## config.mk

```make
export PLATFORM = sky130hd
export DESIGN_NAME = fifo_replacement_lookup_cache_unit_flat
export DESIGN_NICKNAME = d
export VERILOG_FILES = /design/src/frlc_pkg.sv /design/src/frlc_channels.sv /design/src/frlc_ram.sv /design/src/frlc_datapath.sv /design/src/frlc_controller.sv /design/src/fifo_replacement_lookup_cache_unit.sv /design/src/flat_wrapper.sv
export VERILOG_INCLUDE_DIRS = /design/src /design/src/src
export SDC_FILE = /design/constraint.sdc
export NUM_CORES = 1
export LEC_CHECK = 0
export BUFFER_PORTS_ARGS = -buffer_cell sky130_fd_sc_hd__clkbuf_2
export CELL_PAD_IN_SITES_DETAIL_PLACEMENT = 1
export CELL_PAD_IN_SITES_GLOBAL_PLACEMENT = 2
export CORE_MARGIN = 2
export CORE_UTILIZATION = 35
export CTS_CLUSTER_SIZE = 16
export DETAILED_ROUTE_END_ITERATION = 8
export PLACE_DENSITY = 0.68
export SETUP_SLACK_MARGIN = 0.5
export SYNTH_ARGS = -nofsm -noshare
export SYNTH_HDL_FRONTEND = slang
export SYNTH_SLANG_ARGS = --single-unit
```

## constraint.sdc

```tcl
create_clock -name clock -period 9.5 [get_ports clock]
set_clock_uncertainty 0.2 [all_clocks]
set_input_delay 0.475 -clock clock [delete_from_list [all_inputs] [get_ports clock]]
set_output_delay 0.475 -clock clock [all_outputs]
set_load 0.02 [all_outputs]
```

## src/fifo_replacement_lookup_cache_unit_macros.svh

```systemverilog
// Assertion macros for the file that checks its own behavior.
`ifndef FIFO_REPLACEMENT_LOOKUP_CACHE_UNIT_MACROS_SVH
`define FIFO_REPLACEMENT_LOOKUP_CACHE_UNIT_MACROS_SVH
`ifndef NO_ASSERTIONS
`define FRLC_ASSERT_SAME(label, clk, rst, cond, prop) \
   label: assert property (@(posedge clk) disable iff (rst) (cond) |-> (prop)) \
      else $error("frlc assertion failed");
`define FRLC_ASSERT_NEXT(label, clk, rst, cond, prop) \
   label: assert property (@(posedge clk) disable iff (rst) (cond) |=> (prop)) \
      else $error("frlc assertion failed");
`else
`define FRLC_ASSERT_SAME(label, clk, rst, cond, prop)
`define FRLC_ASSERT_NEXT(label, clk, rst, cond, prop)
`endif
`endif

```

## src/frlc_pkg.sv

```systemverilog
package frlc_pkg;

   localparam int DEPTH_DEFAULT = 128;
   localparam int KEY_BITS_DEFAULT = 10;
   localparam int CAP_BITS = 8;
   localparam logic [CAP_BITS-1:0] CAP_RESET = CAP_BITS'(128);
   localparam int MISS_BITS = 16;

   typedef struct packed {
      logic start;
      logic scan;
      logic commit;
      logic load;
   } frlc_cmd_type;

   typedef struct packed {
      logic match;
      logic exhausted;
      logic rsp_free;
   } frlc_status_type;

endpackage

```

## src/frlc_channels.sv

```systemverilog
interface frlc_req_if #(
   parameter int KEY_BITS = frlc_pkg::KEY_BITS_DEFAULT
);
   logic                valid;
   logic                ready;
   logic [KEY_BITS-1:0] word_key;
   logic                last_word;

   modport source (output valid, output word_key, output last_word, input ready);
   modport sink (input valid, input word_key, input last_word, output ready);
endinterface

interface frlc_rsp_if;
   import frlc_pkg::*;

   logic                 valid;
   logic                 ready;
   logic                 hit;
   logic [MISS_BITS-1:0] miss_count;
   logic                 final_res;

   modport source (output valid, output hit, output miss_count, output final_res,
                   input ready);
   modport sink (input valid, input hit, input miss_count, input final_res,
                 output ready);
endinterface

```

## src/frlc_ram.sv

```systemverilog
module frlc_ram #(
   parameter int WIDTH = 10,
   parameter int DEPTH = 128,
   parameter int ADDR_W = (DEPTH > 1) ? $clog2(DEPTH) : 1
) (
   input  logic              clock,
   input  logic              write_enable,
   input  logic              read_enable,
   input  logic [ADDR_W-1:0] address,
   input  logic [WIDTH-1:0]  write_data,
   output logic [WIDTH-1:0]  read_data
);

   logic [WIDTH-1:0] mem_ff [DEPTH];
   logic [WIDTH-1:0] read_data_ff;

   always_ff @(posedge clock) begin
      if (write_enable) begin
         mem_ff[address] <= write_data;
      end
      if (read_enable) begin
         read_data_ff <= mem_ff[address];
      end
   end

   assign read_data = read_data_ff;

endmodule

```

## src/frlc_datapath.sv

```systemverilog
module frlc_datapath #(
   parameter int DEPTH = frlc_pkg::DEPTH_DEFAULT,
   parameter int KEY_BITS = frlc_pkg::KEY_BITS_DEFAULT
) (
   input  logic                             clock,
   input  logic                             reset,
   input  frlc_pkg::frlc_cmd_type           cmd,
   output frlc_pkg::frlc_status_type        status,
   input  logic [KEY_BITS-1:0]              req_key,
   input  logic                             req_last,
   input  logic                             csr_write_enable,
   input  logic [frlc_pkg::CAP_BITS-1:0]    csr_write_data,
   output logic                             rsp_valid,
   input  logic                             rsp_ready,
   output logic                             rsp_hit,
   output logic [frlc_pkg::MISS_BITS-1:0]   rsp_miss_count,
   output logic                             rsp_final
);
   import frlc_pkg::*;

   localparam int ADDR_W = (DEPTH > 1) ? $clog2(DEPTH) : 1;
   localparam int CNT_W = $clog2(DEPTH + 1);
   localparam int CW = (CNT_W > CAP_BITS) ? CNT_W : CAP_BITS;

   logic [CAP_BITS-1:0]  cap_ff, cap_in;
   logic [CNT_W-1:0]     fill_ff, fill_in;
   logic [ADDR_W-1:0]    oldest_ff, oldest_in;
   logic [MISS_BITS-1:0] misses_ff, misses_in;
   logic [KEY_BITS-1:0]  key_ff, key_in;
   logic                 last_ff, last_in;
   logic [CNT_W-1:0]     issue_ff, issue_in;
   logic                 pend_ff, pend_in;
   logic                 hit_ff, hit_in;
   logic                 rsp_valid_ff, rsp_valid_in;
   logic                 rsp_hit_ff, rsp_hit_in;
   logic [MISS_BITS-1:0] rsp_miss_ff, rsp_miss_in;
   logic                 rsp_final_ff, rsp_final_in;

   logic [CNT_W-1:0]    eff_cap;
   logic [CNT_W-1:0]    limit;
   logic [CNT_W-1:0]    slot_wide;
   logic [CNT_W-1:0]    slot_next;
   logic [ADDR_W-1:0]   slot;
   logic                append;
   logic                read_enable;
   logic [ADDR_W-1:0]   address;
   logic [KEY_BITS-1:0] read_key;
   logic                match;

   always_comb begin
      if (cap_ff == '0) begin
         eff_cap = CNT_W'(1);
      end else if (CW'(cap_ff) > CW'(DEPTH)) begin
         eff_cap = CNT_W'(DEPTH);
      end else begin
         eff_cap = CNT_W'(cap_ff);
      end
      limit = (fill_ff < eff_cap) ? fill_ff : eff_cap;
      append = fill_ff < eff_cap;
      slot_wide = (CNT_W'(oldest_ff) >= eff_cap) ? '0 : CNT_W'(oldest_ff);
      slot = slot_wide[ADDR_W-1:0];
      slot_next = slot_wide + CNT_W'(1);
      read_enable = cmd.scan && (issue_ff < limit);
      match = pend_ff && (read_key == key_ff);
      if (cmd.commit) begin
         address = append ? fill_ff[ADDR_W-1:0] : slot;
      end else begin
         address = issue_ff[ADDR_W-1:0];
      end
   end

   frlc_ram #(
      .WIDTH (KEY_BITS),
      .DEPTH (DEPTH),
      .ADDR_W(ADDR_W)
   ) u_key_ram (
      .clock       (clock),
      .write_enable(cmd.commit),
      .read_enable (read_enable),
      .address     (address),
      .write_data  (key_ff),
      .read_data   (read_key)
   );

   always_comb begin
      cap_in = cap_ff;
      fill_in = fill_ff;
      oldest_in = oldest_ff;
      misses_in = misses_ff;
      key_in = key_ff;
      last_in = last_ff;
      issue_in = issue_ff;
      pend_in = pend_ff;
      hit_in = hit_ff;
      rsp_valid_in = rsp_valid_ff;
      rsp_hit_in = rsp_hit_ff;
      rsp_miss_in = rsp_miss_ff;
      rsp_final_in = rsp_final_ff;

      if (csr_write_enable) begin
         cap_in = csr_write_data;
      end
      if (cmd.start) begin
         key_in = req_key;
         last_in = req_last;
         issue_in = '0;
         pend_in = 1'b0;
         hit_in = 1'b0;
      end
      if (cmd.scan) begin
         pend_in = read_enable;
         if (read_enable) begin
            issue_in = issue_ff + CNT_W'(1);
         end
         if (match) begin
            hit_in = 1'b1;
         end
      end
      if (cmd.commit) begin
         if (append) begin
            fill_in = fill_ff + CNT_W'(1);
         end else begin
            oldest_in = (slot_next >= eff_cap) ? '0 : slot_next[ADDR_W-1:0];
         end
         if (misses_ff != '1) begin
            misses_in = misses_ff + MISS_BITS'(1);
         end
      end
      if (rsp_valid_ff && rsp_ready) begin
         rsp_valid_in = 1'b0;
      end
      if (cmd.load) begin
         rsp_valid_in = 1'b1;
         rsp_hit_in = hit_ff;
         rsp_miss_in = misses_ff;
         rsp_final_in = last_ff;
      end
   end

   always_ff @(posedge clock) begin
      if (reset) begin
         cap_ff <= CAP_RESET;
         fill_ff <= '0;
         oldest_ff <= '0;
         misses_ff <= '0;
         pend_ff <= 1'b0;
         rsp_valid_ff <= 1'b0;
      end else begin
         cap_ff <= cap_in;
         fill_ff <= fill_in;
         oldest_ff <= oldest_in;
         misses_ff <= misses_in;
         pend_ff <= pend_in;
         rsp_valid_ff <= rsp_valid_in;
      end
      key_ff <= key_in;
      last_ff <= last_in;
      issue_ff <= issue_in;
      hit_ff <= hit_in;
      rsp_hit_ff <= rsp_hit_in;
      rsp_miss_ff <= rsp_miss_in;
      rsp_final_ff <= rsp_final_in;
   end

   assign status.match = cmd.scan && match;
   assign status.exhausted = cmd.scan && (issue_ff >= limit) && !match;
   assign status.rsp_free = !rsp_valid_ff || rsp_ready;

   assign rsp_valid = rsp_valid_ff;
   assign rsp_hit = rsp_hit_ff;
   assign rsp_miss_count = rsp_miss_ff;
   assign rsp_final = rsp_final_ff;

endmodule

```

## src/frlc_controller.sv

```systemverilog
module frlc_controller (
   input  logic                      clock,
   input  logic                      reset,
   input  logic                      req_valid,
   output logic                      req_ready,
   input  frlc_pkg::frlc_status_type status,
   output frlc_pkg::frlc_cmd_type    cmd
);
   import frlc_pkg::*;

   typedef enum logic [1:0] {
      IDLE,
      SCAN,
      UPDATE,
      RESPOND
   } state_type;

   state_type state_ff;
   state_type state_in;

   always_comb begin
      state_in = state_ff;
      cmd = '0;
      req_ready = (state_ff == IDLE);
      unique case (state_ff)
         IDLE: begin
            if (req_valid) begin
               cmd.start = 1'b1;
               state_in = SCAN;
            end
         end
         SCAN: begin
            cmd.scan = 1'b1;
            if (status.match) begin
               state_in = RESPOND;
            end else if (status.exhausted) begin
               state_in = UPDATE;
            end
         end
         UPDATE: begin
            cmd.commit = 1'b1;
            state_in = RESPOND;
         end
         RESPOND: begin
            if (status.rsp_free) begin
               cmd.load = 1'b1;
               state_in = IDLE;
            end
         end
         default: begin
            state_in = IDLE;
         end
      endcase
   end

   always_ff @(posedge clock) begin
      if (reset) begin
         state_ff <= IDLE;
      end else begin
         state_ff <= state_in;
      end
   end

endmodule

```

## src/fifo_replacement_lookup_cache_unit.sv

```systemverilog
// Fully associative key store with first-in-first-out replacement and a saturating
// miss counter. Each request word carries one key and returns one response word with
// the hit flag, the miss count including this word, and an echo of last_word. Keys
// live in a single-port memory that is scanned one entry per cycle over the smaller
// of the filled entry count and the effective capacity; a hit ends the scan early,
// and a miss writes the key over the oldest entry or into a free one before the
// response is loaded. One word is processed at a time; the next word is taken
// while the previous response still waits. The capacity register (reset 128) may be
// written only while the block is idle; zero acts as one and values above DEPTH act
// as DEPTH.
module fifo_replacement_lookup_cache_unit #(
   parameter int DEPTH = frlc_pkg::DEPTH_DEFAULT,
   parameter int KEY_BITS = frlc_pkg::KEY_BITS_DEFAULT
) (
   input  logic                          clock,
   input  logic                          reset,
   frlc_req_if.sink                      req_channel,
   frlc_rsp_if.source                    rsp_channel,
   input  logic                          csr_write_enable,
   input  logic [frlc_pkg::CAP_BITS-1:0] csr_write_data
);
   import frlc_pkg::*;

`include "fifo_replacement_lookup_cache_unit_macros.svh"

   frlc_cmd_type    cmd;
   frlc_status_type status;
   logic            req_ready;

   frlc_controller u_controller (
      .clock    (clock),
      .reset    (reset),
      .req_valid(req_channel.valid),
      .req_ready(req_ready),
      .status   (status),
      .cmd      (cmd)
   );

   frlc_datapath #(
      .DEPTH   (DEPTH),
      .KEY_BITS(KEY_BITS)
   ) u_datapath (
      .clock           (clock),
      .reset           (reset),
      .cmd             (cmd),
      .status          (status),
      .req_key         (req_channel.word_key),
      .req_last        (req_channel.last_word),
      .csr_write_enable(csr_write_enable),
      .csr_write_data  (csr_write_data),
      .rsp_valid       (rsp_channel.valid),
      .rsp_ready       (rsp_channel.ready),
      .rsp_hit         (rsp_channel.hit),
      .rsp_miss_count  (rsp_channel.miss_count),
      .rsp_final       (rsp_channel.final_res)
   );

   assign req_channel.ready = req_ready;

   `FRLC_ASSERT_NEXT(busy_after_accept, clock, reset, req_channel.valid && req_ready, !req_ready)
   `FRLC_ASSERT_NEXT(load_shows_word, clock, reset, cmd.load, rsp_channel.valid)
   `FRLC_ASSERT_SAME(match_ends_scan, clock, reset, status.match, !status.exhausted)
   `FRLC_ASSERT_SAME(commit_not_hit, clock, reset, cmd.commit, !cmd.load && !req_ready)

endmodule
```

## src/flat_wrapper.sv

```systemverilog
// flat-port wrapper written by rule: the top's interface ports become plain ports
module fifo_replacement_lookup_cache_unit_flat import frlc_pkg::*;
#(
   parameter int DEPTH = frlc_pkg::DEPTH_DEFAULT,
   parameter int KEY_BITS = frlc_pkg::KEY_BITS_DEFAULT
)
  (clock, reset, csr_write_enable, csr_write_data, req_channel_valid, req_channel_word_key, req_channel_last_word, req_channel_ready, rsp_channel_valid, rsp_channel_hit, rsp_channel_miss_count, rsp_channel_final_res, rsp_channel_ready);
  frlc_req_if #(.KEY_BITS(KEY_BITS)) req_channel_i ();
  frlc_rsp_if rsp_channel_i ();
  input  logic clock;
  input  logic reset;
  input  logic csr_write_enable;
  input  logic [frlc_pkg::CAP_BITS-1:0] csr_write_data;
  input wire logic [$bits(req_channel_i.valid)-1:0] req_channel_valid;
  input wire logic [$bits(req_channel_i.word_key)-1:0] req_channel_word_key;
  input wire logic [$bits(req_channel_i.last_word)-1:0] req_channel_last_word;
  output wire logic [$bits(req_channel_i.ready)-1:0] req_channel_ready;
  output wire logic [$bits(rsp_channel_i.valid)-1:0] rsp_channel_valid;
  output wire logic [$bits(rsp_channel_i.hit)-1:0] rsp_channel_hit;
  output wire logic [$bits(rsp_channel_i.miss_count)-1:0] rsp_channel_miss_count;
  output wire logic [$bits(rsp_channel_i.final_res)-1:0] rsp_channel_final_res;
  input wire logic [$bits(rsp_channel_i.ready)-1:0] rsp_channel_ready;
  assign req_channel_i.valid = req_channel_valid;
  assign req_channel_i.word_key = req_channel_word_key;
  assign req_channel_i.last_word = req_channel_last_word;
  assign req_channel_ready = req_channel_i.ready;
  assign rsp_channel_valid = rsp_channel_i.valid;
  assign rsp_channel_hit = rsp_channel_i.hit;
  assign rsp_channel_miss_count = rsp_channel_i.miss_count;
  assign rsp_channel_final_res = rsp_channel_i.final_res;
  assign rsp_channel_i.ready = rsp_channel_ready;
  fifo_replacement_lookup_cache_unit #(.DEPTH(DEPTH), .KEY_BITS(KEY_BITS)) u_core (.clock(clock), .reset(reset), .req_channel(req_channel_i), .rsp_channel(rsp_channel_i), .csr_write_enable(csr_write_enable), .csr_write_data(csr_write_data));
endmodule
```

# After elaboration in Yosys (flattened, before gate mapping)
# Memories as Yosys holds them, arrays and structs flattened. A register that Yosys moved wholly into a read port is not among the register bits.
# Index checks and enable logic that the tools add are counted.
[classes]
eq_ne = 8
n_bitwise = 1
mux = 30
n_lt_le_gt_ge = 6
n_reduce_logical = 17
add_sub_neg = 4
[op_table]
columns = ["operator", "n"]
rows = [
  ["two-way mux 8 bit", 6],
  ["two-way mux 7 bit", 4],
  ["adder 16 x 1 -> 16 bit, second input constant", 1],
  ["adder 8 x 1 -> 8 bit, second input constant", 2],
  ["greater-or-equal comparator 8 bit", 2],
  ["< comparator 8 bit", 2],
  ["!= test 16 bit, second input constant", 1],
  ["two-way mux 1 bit", 15],
  ["equality test 10 bit", 1],
  ["adder 7 x 1 -> 8 bit, second input constant", 1],
  ["greater-or-equal comparator 7 x 8 -> 1 bit", 1],
  ["greater-than comparator 8 bit, second input constant", 1],
  ["logical NOT 8 bit", 1],
  ["two-way mux 2 bit", 4],
  ["case mux 2 bit (4 select lines)", 1],
  ["logical AND 1 bit", 6],
  ["AND reduction 2 bit", 3],
  ["equality test 2 bit, second input constant", 2],
  ["nonzero test 2 bit", 2],
  ["!= test 3 x 1 -> 1 bit, second input constant", 1],
  ["AND reduction 3 bit", 1],
  ["equality test 2 x 1 -> 1 bit, second input constant", 1],
  ["logical NOT 1 bit", 2],
  ["logical NOT 2 bit", 1],
  ["other kinds (4)", 4],
]
[word_totals]
mem_count = 1
inputBits = 24
register_bits = 81
ram_bits = 1280
elab_cells = 81
[mem_list]
columns = ["name", "depth", "word_bits", "read_ports", "rd_clocked_by_memory_dff", "write_ports", "line", "rtl"]
rows = [
  ["u_core.u_datapath.u_key_ram.mem_ff", 128, 10, 1, 1, 1, "frlc_ram.sv:14", "logic [WIDTH-1:0] mem_ff [DEPTH];"],
]

# Logic depth before layout (Yosys ltp)
# Gate-level depths: netlist of the first run.
[depth]
ltp_word = 11
ltp_mapped = 24
depth_no_buf = 20

# By module
# From an unflattened synthesis of the first run, not the netlist that was laid out.
[unflattened]
hier_cells = 3398
hier_area_um2 = 54459.7
[by_module_without_submodules]
columns = ["mod", "area_each_um2", "seq_area_each_um2", "cells_each", "n_inst"]
rows = [
  ["frlc_ram", 49991.7, 38737.2, 2932, 1],
  ["frlc_datapath", 4255.3, 1871.8, 441, 1],
  ["frlc_controller", 212.7, 40.0, 25, 1],
]

# Worst setup path before layout of the first run
# Ideal clock, no wire load.
[synth_path]
path_kind = "reg-to-reg"
startpoint = "register u_core.u_datapath.cap_ff[7]"
endpoint = "register u_core.u_datapath.issue_ff[6]"
arrival_time_ns = 4.942
period_less_slack_ns = 5.229
path_slack_ns = 4.271
stages_incl_launch_ff = 23
cell_sequence = "dfxtp_1 > clkinv_1 > nand2_1 > ha_1 > a2111oi_0 > o21ai_1 > o22ai_1 > clkbuf_1 > clkbuf_1 > clkbuf_1 > buf_1 > nor2_1 > a22oi_1 > ha_1 > nor2b_1 > o21a_1 > o21a_1 > o21ai_0 > nand4b_1 > inv_1 > a21bo_2 > nand2_1 > o31ai_1"
[synth_between]
elab_chain_cells = 9
elab_cells_between_ends = 10
cone_classes = "order compare: 3; mux: 5; reduce/logical: 2"
[synth_lines]
columns = ["element", "line", "rtl"]
rows = [
  ["start, declared", "frlc_datapath.sv:25", "logic [CAP_BITS-1:0] cap_ff, cap_in;"],
  ["start signal, assigned", "frlc_datapath.sv:149", "cap_ff <= cap_in;"],
  ["greater-than comparator 8 bit", "frlc_datapath.sv:53", "end else if (CW'(cap_ff) > CW'(DEPTH)) begin"],
  ["two-way mux 8 bit", "frlc_datapath.sv:53", ""],
  ["two-way mux 8 bit (*)", "frlc_datapath.sv:51", "if (cap_ff == '0) begin"],
  ["< comparator 8 bit", "frlc_datapath.sv:58", "limit = (fill_ff < eff_cap) ? fill_ff : eff_cap;"],
  ["two-way mux 8 bit (*)", "frlc_datapath.sv:58", ""],
  ["< comparator 8 bit (*)", "frlc_datapath.sv:63", "read_enable = cmd.scan && (issue_ff < limit);"],
  ["logical AND 1 bit (*)", "frlc_datapath.sv:63", ""],
  ["two-way mux 8 bit (*)", "frlc_datapath.sv:112", "if (read_enable) begin"],
  ["two-way mux 8 bit (*)", "frlc_datapath.sv:110", "if (cmd.scan) begin"],
  ["via u_core.u_datapath.issue_in[6]", "frlc_datapath.sv:31", "logic [CNT_W-1:0] issue_ff, issue_in;"],
  ["end signal, assigned", "frlc_datapath.sv:158", "issue_ff <= issue_in;"],
  ["end, declared", "frlc_datapath.sv:31", ""],
]
# The timed path passes the listed nets; every way through them passes the cells marked *.
# A chain may end at the register's enable or synchronous reset.

# Final worst setup path of the first run
[layout_path]
startpoint = "register u_core.u_datapath.cap_ff[7]"
endpoint = "register u_core.u_datapath.u_key_ram.read_data_ff[9] (netlist: u_core.u_datapath.u_key_ram.read_data[9]) (read register of u_core.u_datapath.u_key_ram.mem_ff), data pin"
[layout_between]
elab_chain_cells = 7
elab_cells_between_ends = 12
cone_classes = "order compare: 4; mux: 6; reduce/logical: 2"
[layout_lines]
columns = ["element", "line", "rtl"]
rows = [
  ["greater-than comparator 8 bit", "frlc_datapath.sv:53", ""],
  ["two-way mux 8 bit", "frlc_datapath.sv:53", ""],
  ["two-way mux 8 bit (*)", "frlc_datapath.sv:51", ""],
  ["< comparator 8 bit / greater-or-equal comparator 7 x 8 -> 1 bit (equally long branches)", "frlc_datapath.sv:58, frlc_datapath.sv:59, frlc_datapath.sv:60", ""],
  ["two-way mux 8 bit / two-way mux 7 bit (equally long branches)", "frlc_datapath.sv:58, frlc_datapath.sv:60", ""],
  ["< comparator 8 bit / two-way mux 7 bit (equally long branches)", "frlc_datapath.sv:63, frlc_datapath.sv:66", ""],
  ["logical AND 1 bit / two-way mux 7 bit (equally long branches)", "frlc_datapath.sv:63, frlc_datapath.sv:65", ""],
  ["end, declared", "frlc_ram.sv:15", "logic [WIDTH-1:0] read_data_ff;"],
]
# Every way passes the cells marked *; elsewhere a longest branch is shown, timed or not.

==> implementation parameters, run 1 <==
Parameter                              Value

Status
  Outcome    complete, no violations

Logic synthesis
  FF+latch count, synth    between 1000 and 1500
  Synthesized-area fraction occupied by and/or/nand/nor cells    0.0803
  Adder and majority gate portion of the synthesized area    0.00600
  Dominant synthesized flop cell    sky130_fd_sc_hd__edfxtp_1
  Area of the mapped netlist    about 79000 um^2
  Cells taking the most area after synthesis    sky130_fd_sc_hd__edfxtp_1 50%, sky130_fd_sc_hd__mux2i_1 13%, sky130_fd_sc_hd__mux2_2 5.6%, sky130_fd_sc_hd__o21ai_0 4.4%, sky130_fd_sc_hd__mux4_2 4.0%
  Fraction of post-synthesis cell area in the top cell type by area    0.500
  Post-Synth XOR/XNOR Area    0.00376
  Share of async-settable or async-resettable flops after synthesis    0
  Number of distinct standard cells referenced by the synthesized netlist    78
  Share of cell area taken by muxes after synthesis    0.229
  Area fraction in compound gates after synthesis    0.134
  Gate count after technology mapping    6874
  Mean Syn Cell Area    ~12 um^2
  Net Count, Synth    6936
  Count of warnings emitted by yosys    0
  Cell accounting for the most synthesized area    sky130_fd_sc_hd__edfxtp_1
  Number of enable-type register cells in the synthesized netlist    1319
  Main combinational cell family by area after synthesis    multiplexers
  Sequential element share of the synthesized area    0.513

STA
  Transition time at the pin with the least slew margin    approximately 1300 ps
  Slew headroom    0.131
  Minimum clock period    7970 ps
  Max-slew violation count    0
  Setup repair after global routing missed its margin    false
  Achievable frequency    125 MHz
  Final worst-path cycle share    0.839
  Final setup viols    0
  Hold Vio Cnt, Final    0
  Sum Neg Setup Slack    0 ps

Critical path
  Crit-path max FO    69
  Cell chain of the critical path    clkinv_1 > nand2_1 > ha_1 > a2111oi_0 > o21ai_1 > o22a_4 > o221ai_2 > buf_4 > nand2_8 > buf_12 > o311ai_0 > o211ai_1 > o31ai_1 > o211ai_1 > or4_1
  Worst reg-to-reg path cell count    15
  Longest individual stage delay on the worst path    1060 ps
  Instance count on the critical path    15
  Critical path's top delay family    compound AO/OA/AOI/OAI gates
  Worst EP required    9880 ps
  Type of destination of the critical path    register
  Startpoint type of the worst setup path    register
  Cell with the largest stage delay on the worst path    sky130_fd_sc_hd__o31ai_1
  Cell type with the highest occurrence count on the critical path    sky130_fd_sc_hd__o211ai_1
  Crit Path Category    register to register
  Buffering stage count on the worst path with inverters included    3
  CP arrival    8350 ps
  Slack of the worst reg-to-reg path    1530 ps

Placement
  Hpwl dp    173 mm
  Number of input and output port buffers inserted    43
  Cell area reported after detailed placement    around 83000 um^2
  Final weighted congestion of routability-driven global placement    0.846

Min path
  Worst Hold Class    input pin to register
  Instance count along the most critical hold path    2

Drt
  Post-DRT Antenna Nets    0
  Number of remaining DRC errors    0
  Via count    60554
  Post-detailed-routing wire length    294 mm
  Initial DRC Count    4778
  Detailed-route vias per instance    between 6 and 7
  Initial DRT Pass Iterations    6
  Wire length per cell    29.9 um

Final layout
  Post-layout instance area    88500 um^2
  Share of layout cells above drive strength 1    0.160
  Area delta synth->final    11.7%
  Count of nets after finishing    6784

Clock tree
  Clock latency reported for the late side of the worst-skew pair    840 ps
  Number of H-tree levels    4
  CTS root buf    sky130_fd_sc_hd__clkbuf_16
  Number of clock sinks    1371
  Total CTS buffers    roughly 170
  Postcts setup bufs    0
  Clock-pin transition on the worst setup and hold timing paths    60 ps
  Clock tree from TritonCTS    yes
  Buffers from clock root to sink, at most    3

Power and ir drop
  Pwr per Cell Area    269 nW/um^2
  Power Total    23800 uW
  Pleak    around 0.028 uW
  Maximum resistive drop on vdd    between 0.2 and 0.25 mV

Floorplan
  Y dimension of the die    approximately 480 um
  Core Area    about 220000 um^2
  Boundary Pins    44
  Number of rows in the core area    174
  Die X-Extent    480 um
  Effective utilization at floorplan    0.352
  Die area    230000 um^2

GRT
  Antenna violations before repair    10
  Total routing usage reported by global routing    0.249
  Maximum number of pins on one net before global-route repair    141
  Vias in the first global route    ~62000
  Grt ovf    0
  Global-route wire length before repair    430 mm

Job
  Number of max-cap violations    0
## cell families (layout without fill, tap and decap cells)
group                      Yosys count  after routing
buffers and inverters              654            632
AOI/OAI and AO/OA                 1741           1741
DFF                               1371           1371
xor gates and xnor gates            34             34
other                                0              7
muxes                             1593           1593
and+or+nand+nor                   1443           1443
adders and majority gates           38             38
## cells in the mapped netlist (all sizes together), types with 9 or more instances
| cell type | count |
|---|---|
| mux2i | 1061 |
| ha | 38 |
| mux4 | 140 |
| dfxtp | 52 |
| a31oi | 55 |
| o22ai | 105 |
| or4 | 9 |
| a221oi | 21 |
| o2111a | 10 |
| a21oi | 346 |
| inv | 21 |
| and3 | 11 |
| or3 | 19 |
| a32o | 9 |
| o211ai | 170 |
| nor3 | 34 |
| edfxtp | 1319 |
| nor2 | 198 |
| a22oi | 17 |
| o31ai | 12 |
| nor4 | 11 |
| nand4 | 13 |
| buf | 214 |
| mux2 | 392 |
| a211oi | 76 |
| clkbuf | 417 |
| o2111ai | 18 |
| o21ai | 713 |
| o311ai | 56 |
| xor2 | 15 |
| nand2 | 651 |
| a32oi | 12 |
| xnor2 | 19 |
| nand3 | 467 |
| a221o | 11 |
| a22o | 10 |
| o221ai | 64 |
## routing by layer
layer	GRT usage	share of wire
met1	0.344	0.45
met2	0.406	0.47
met3	0.0323	0.051
met4	0.0739	0.027
met5	0	0.00013
## what timing repair did
action | CTS | global route
resized for setup | 0 | 0
endpoints found under the setup margin | 0 | 0
hold endpoints to repair | 25 | 0
hold buffers | 30 | 0
## layout make-up
| cell class | count | area (um^2) |
|---|---|---|
| sequential | 1371 | 40700 |
| multi-input combinational | 4849 | 36200 |
| clock buffer | 208 | 4360 |
| fill | 23717 | 136000 |
| clock inverter | 90 | 741 |
| tap | 2992 | 3740 |
| antenna | 7 | 17.5 |
| inverter | 23 | 98.8 |
| timing repair buffer | 311 | 2740 |
## registers in the layout, summed over array words and instances (netlist names)
name and flops:
u_core.u_controller.state_ff 2, u_core.u_datapath.cap_ff 8, u_core.u_datapath.fill_ff 8, u_core.u_datapath.hit_ff 1, u_core.u_datapath.issue_ff 8, u_core.u_datapath.key_ff 10
u_core.u_datapath.last_ff 1, u_core.u_datapath.misses_ff 16, u_core.u_datapath.oldest_ff 7, u_core.u_datapath.pend_ff 1, u_core.u_datapath.rsp_final 1, u_core.u_datapath.rsp_hit 1
u_core.u_datapath.rsp_miss_count 16, u_core.u_datapath.rsp_valid 1, u_core.u_datapath.u_key_ram.mem_ff 1280, u_core.u_datapath.u_key_ram.read_data 10
## per-stage QoR
step           setup slack [ps]  utilization  cells  hold slack [ps]
2_1_floorplan              4270            -   6874              200
3_3_place_gp               2130        0.369   9516              205
3_5_place_dp               2010        0.369   9516              224
4_1_cts                    2000        0.393   9844              118
5_1_grt                    1560        0.394   9846              168
6_report                   1530        0.394   9851              182
## layout by cell type, fill, tap and decap left out, drive strengths merged, types with 170 or more instances in the layout
master,instances
nand3,467
clkbuf,251
edfxtp,1319
a21oi,346
o211ai,170
buf,238
mux2,392
nand2,651
nor2,198
o21ai,713
mux2i,1061
## worst reg2reg max path, delay by kind of cell (launching register included)
family	cells	cell delay, ps
AOI/OAI and AO/OA	8	4640
adders and majority gates	1	270
buffers and inverters	3	970
DFF	1	460
and+or+nand+nor	3	1180
## where the power goes
group          internal (uW)  switching (uW)  leakage (uW)  total, uW
registers               7050             131        0.0123       7180
clock network           3510            2660       0.00250       6180
logic                   3580            6900        0.0132      10500
## final timing paths
path | endpoint | start
setup / recovery | u_core.u_datapath.u_key_ram.read_data[9] | u_core.u_datapath.cap_ff[7]
hold / removal | u_core.u_datapath.last_ff | req_channel_last_word
setup reg to reg | u_core.u_datapath.u_key_ram.read_data[9] | u_core.u_datapath.cap_ff[7]
hold reg to reg | u_core.u_datapath.rsp_final | u_core.u_datapath.last_ff
(Power assumes the default switching activity.)
==> inputs of run 2 (changes only) <==
==> constraint.sdc (replaced) <==
create_clock -name clock -period 8.29 [get_ports clock]
set_clock_uncertainty 0.2 [all_clocks]
set_input_delay 0.4145 -clock clock [delete_from_list [all_inputs] [get_ports clock]]
set_output_delay 0.4145 -clock clock [all_outputs]
set_load 0.02 [all_outputs]
==> implementation parameters, run 2 (synthesis results as in run 1) <==
Parameter                              Value

Critical path
  Instance count on the critical path    16 (was 15)
  Crit Path Category    register to register (unchanged)
  Critical path's top delay family    compound AO/OA/AOI/OAI gates (unchanged)
  Type of destination of the critical path    register (unchanged)
  Worst Setup SP    u_core.u_datapath.cap_ff[7] (unchanged)
  Endpoint of the worst register-to-register path    u_core.u_datapath.u_key_ram.read_data[1] (was u_core.u_datapath.u_key_ram.read_data[9])
  Worst reg-to-reg path cell count    16 (was 15)
  CP endpoint    u_core.u_datapath.u_key_ram.read_data[1] (was u_core.u_datapath.u_key_ram.read_data[9])
  Startpoint type of the worst setup path    register (unchanged)
  Buffering stage count on the worst path with inverters included    3 (unchanged)
  Worst EP required    8660 ps (was 9880 ps)
  Longest individual stage delay on the worst path    830 ps (was 1060 ps)
  Cell chain of the critical path    clkinv_1 > nand2_1 > ha_1 > a2111oi_0 > o21ai_1 > o22a_4 > o221ai_4 > and2_4 > buf_12 > buf_4 > mux4_2 > nand2_1 > o211ai_1 > o31ai_1 > o211ai_1 > or4_1 (was clkinv_1 > nand2_1 > ha_1 > a2111oi_0 > o21ai_1 > o22a_4 > o221ai_2 > buf_4 > nand2_8 > buf_12 > o311ai_0 > o211ai_1 > o31ai_1 > o211ai_1 > or4_1)
  Slack of the worst reg-to-reg path    800 ps (was 1530 ps)
  Cell with the largest stage delay on the worst path    sky130_fd_sc_hd__o31ai_1 (unchanged)
  CP arrival    7860 ps (was 8350 ps)
  Crit-path max FO    53 (was 69)
  Startpoint of the worst-slack reg-to-reg timing path    u_core.u_datapath.cap_ff[7] (unchanged)

Final layout
  Count of nets after finishing    6830 (was 6784)
  Post-layout instance area    88800 um^2 (was 88500 um^2)
  Number of flip-flops under the largest register name    1280 (unchanged)
  Most used cells in the layout excluding fill and tap cells    1319 x sky130_fd_sc_hd__edfxtp_1, 1060 x sky130_fd_sc_hd__mux2i_1, 696 x sky130_fd_sc_hd__o21ai_0 (unchanged)
  Biggest register    u_core.u_datapath.u_key_ram.mem_ff (unchanged)
  Share of layout cells above drive strength 1    0.167 (was 0.160)
  Commonest non-fill, non-tap cell in the layout    sky130_fd_sc_hd__edfxtp_1 (unchanged)
  Area delta synth->final    12.1% (was 11.7%)

STA
  Achievable frequency    134 MHz (was 125 MHz)
  Max-slew violation count    0 (unchanged)
  Setup repair after global routing missed its margin    true (was false)
  Minimum clock period    7490 ps (was 7970 ps)
  Transition time at the pin with the least slew margin    1400 ps (was 1290 ps)
  Sum Neg Setup Slack    0 ps (unchanged)
  Final setup viols    0 (unchanged)
  Final worst-path cycle share    0.904 (was 0.839)
  Slew headroom    0.0671 (was 0.131)
  Hold Vio Cnt, Final    0 (unchanged)

Drt
  Initial DRC Count    5135 (was 4778)
  Wire length per cell    30.0 um (was 29.9 um)
  Via count    60761 (was 60554)
  Post-DRT Antenna Nets    0 (unchanged)
  Number of remaining DRC errors    0 (unchanged)
  Post-detailed-routing wire length    297 mm (was 294 mm)
  Detailed-route vias per instance    6.14 (was 6.15)
  Initial DRT Pass Iterations    5 (was 6)

Clock tree
  CTS root buf    sky130_fd_sc_hd__clkbuf_16 (unchanged)
  Postcts setup bufs    0 (unchanged)
  Clock-pin transition on the worst setup and hold timing paths    60 ps (about the same)
  Total CTS buffers    166 (unchanged)
  Buffers from clock root to sink, at most    3 (unchanged)
  Number of clock sinks    1371 (unchanged)
  Number of H-tree levels    4 (unchanged)
  Clock latency reported for the late side of the worst-skew pair    840 ps (about the same)
  Clock tree from TritonCTS    yes (unchanged)

Placement
  Hpwl dp    179 mm (was 173 mm)
  Final weighted congestion of routability-driven global placement    0.864 (was 0.846)
  Number of input and output port buffers inserted    43 (unchanged)
  Cell area reported after detailed placement    83300 um^2 (was 83100 um^2)

Floorplan
  Boundary Pins    44 (unchanged)
  Y dimension of the die    480 um (unchanged)
  Die area    230000 um^2 (unchanged)
  Die X-Extent    480 um (unchanged)
  Core Area    225000 um^2 (unchanged)
  Effective utilization at floorplan    0.352 (unchanged)
  Number of rows in the core area    174 (unchanged)

Job
  Number of max-cap violations    0 (unchanged)

GRT
  Maximum number of pins on one net before global-route repair    221 (was 141)
  Grt ovf    0 (unchanged)
  Total routing usage reported by global routing    0.250 (was 0.249)
  Antenna violations before repair    11 (was 10)
  Vias in the first global route    61920 (was 62300)
  Global-route wire length before repair    432 mm (was 430 mm)

Min path
  Worst Hold Class    input pin to register (unchanged)

Power and ir drop
  Maximum resistive drop on vdd    0.262 mV (was 0.207 mV)
  Pleak    0.0283 uW (was 0.0280 uW)
  Pwr per Cell Area    311 nW/um^2 (was 269 nW/um^2)

Status
  Outcome    complete, no violations (unchanged)
run 2: cell types whose count changed in the layout (fill, tap and decap cells not counted), sizes merged:
cell,before,now
clkbuf,251,244
buf,238,282
diode,7,1
inv,28,34
clkinvlp,2,3
and2,3,5
clkinv,73,81
run 2: timing repair:
action	4_1_cts	5_1_grt
hold buffers	30	0
resized for setup	0	2
endpoints found under the setup margin	0	4
endpoints found under the hold margin	34	0
run 2: stage by stage:
stage	power, uW	setup slack (ps)	utilization	std cells	hold WS (ps)
2_1_floorplan	16200	3060	-	6874	200
3_3_place_gp	20300	881	0.370	9560	220
3_5_place_dp	20400	682	0.370	9560	214
4_1_cts	27600	625	0.395	9896	34.8
5_1_grt	28700	462	0.395	9899	81.2
6_report	27600	800	0.395	9899	100
run 2: worst min-delay path by stage:
| stage | startpoint | end | slack [ps] | cells after the start |
|---|---|---|---|---|
| final | req_channel_word_key[8] | u_core.u_datapath.key_ff[8] | 100 | 2 |
| after global routing | req_channel_word_key[8] | u_core.u_datapath.key_ff[8] | 80 | 2 |
| after CTS | req_channel_word_key[8] | u_core.u_datapath.key_ff[8] | 30 | 2 |
| after detailed placement | u_core.u_datapath.last_ff | u_core.u_datapath.rsp_final | 210 | 0 |
| after global placement | u_core.u_datapath.last_ff | u_core.u_datapath.rsp_final | 220 | 0 |
| after floorplan | u_core.u_datapath.last_ff | u_core.u_datapath.rsp_final | 200 | 0 |
run 2: per-layer routing:
| layer | GRT usage | wire [um] | part of all wire | vias up |
|---|---|---|---|---|
| li1 | - | - | - | 26540 |
| met1 | 0.346 | 133000 | 0.45 | 32010 |
| met2 | 0.402 | 139000 | 0.47 | 1779 |
| met3 | 0.0343 | 16000 | 0.054 | 424 |
| met4 | 0.0830 | 9500 | 0.032 | 8 |
| met5 | 0 | 83 | 0.00028 | - |
run 2: final cells by class:
type	count	area, um^2
multi-input cells	4851	36100
well taps	2992	3740
repair buffers	355	3000
diodes	1	2.50
fillers	23729	136000
clock buffers	201	4370
clock inverters	105	817
flip-flops and latches	1371	40700
inverters	23	98.8
run 2: report_power, final:
part | switching (uW) | internal, uW | total [uW]
clock network | 3080 | 4060 | 7140
logic | 8120 | 4140 | 12300
registers | 128 | 8080 | 8210
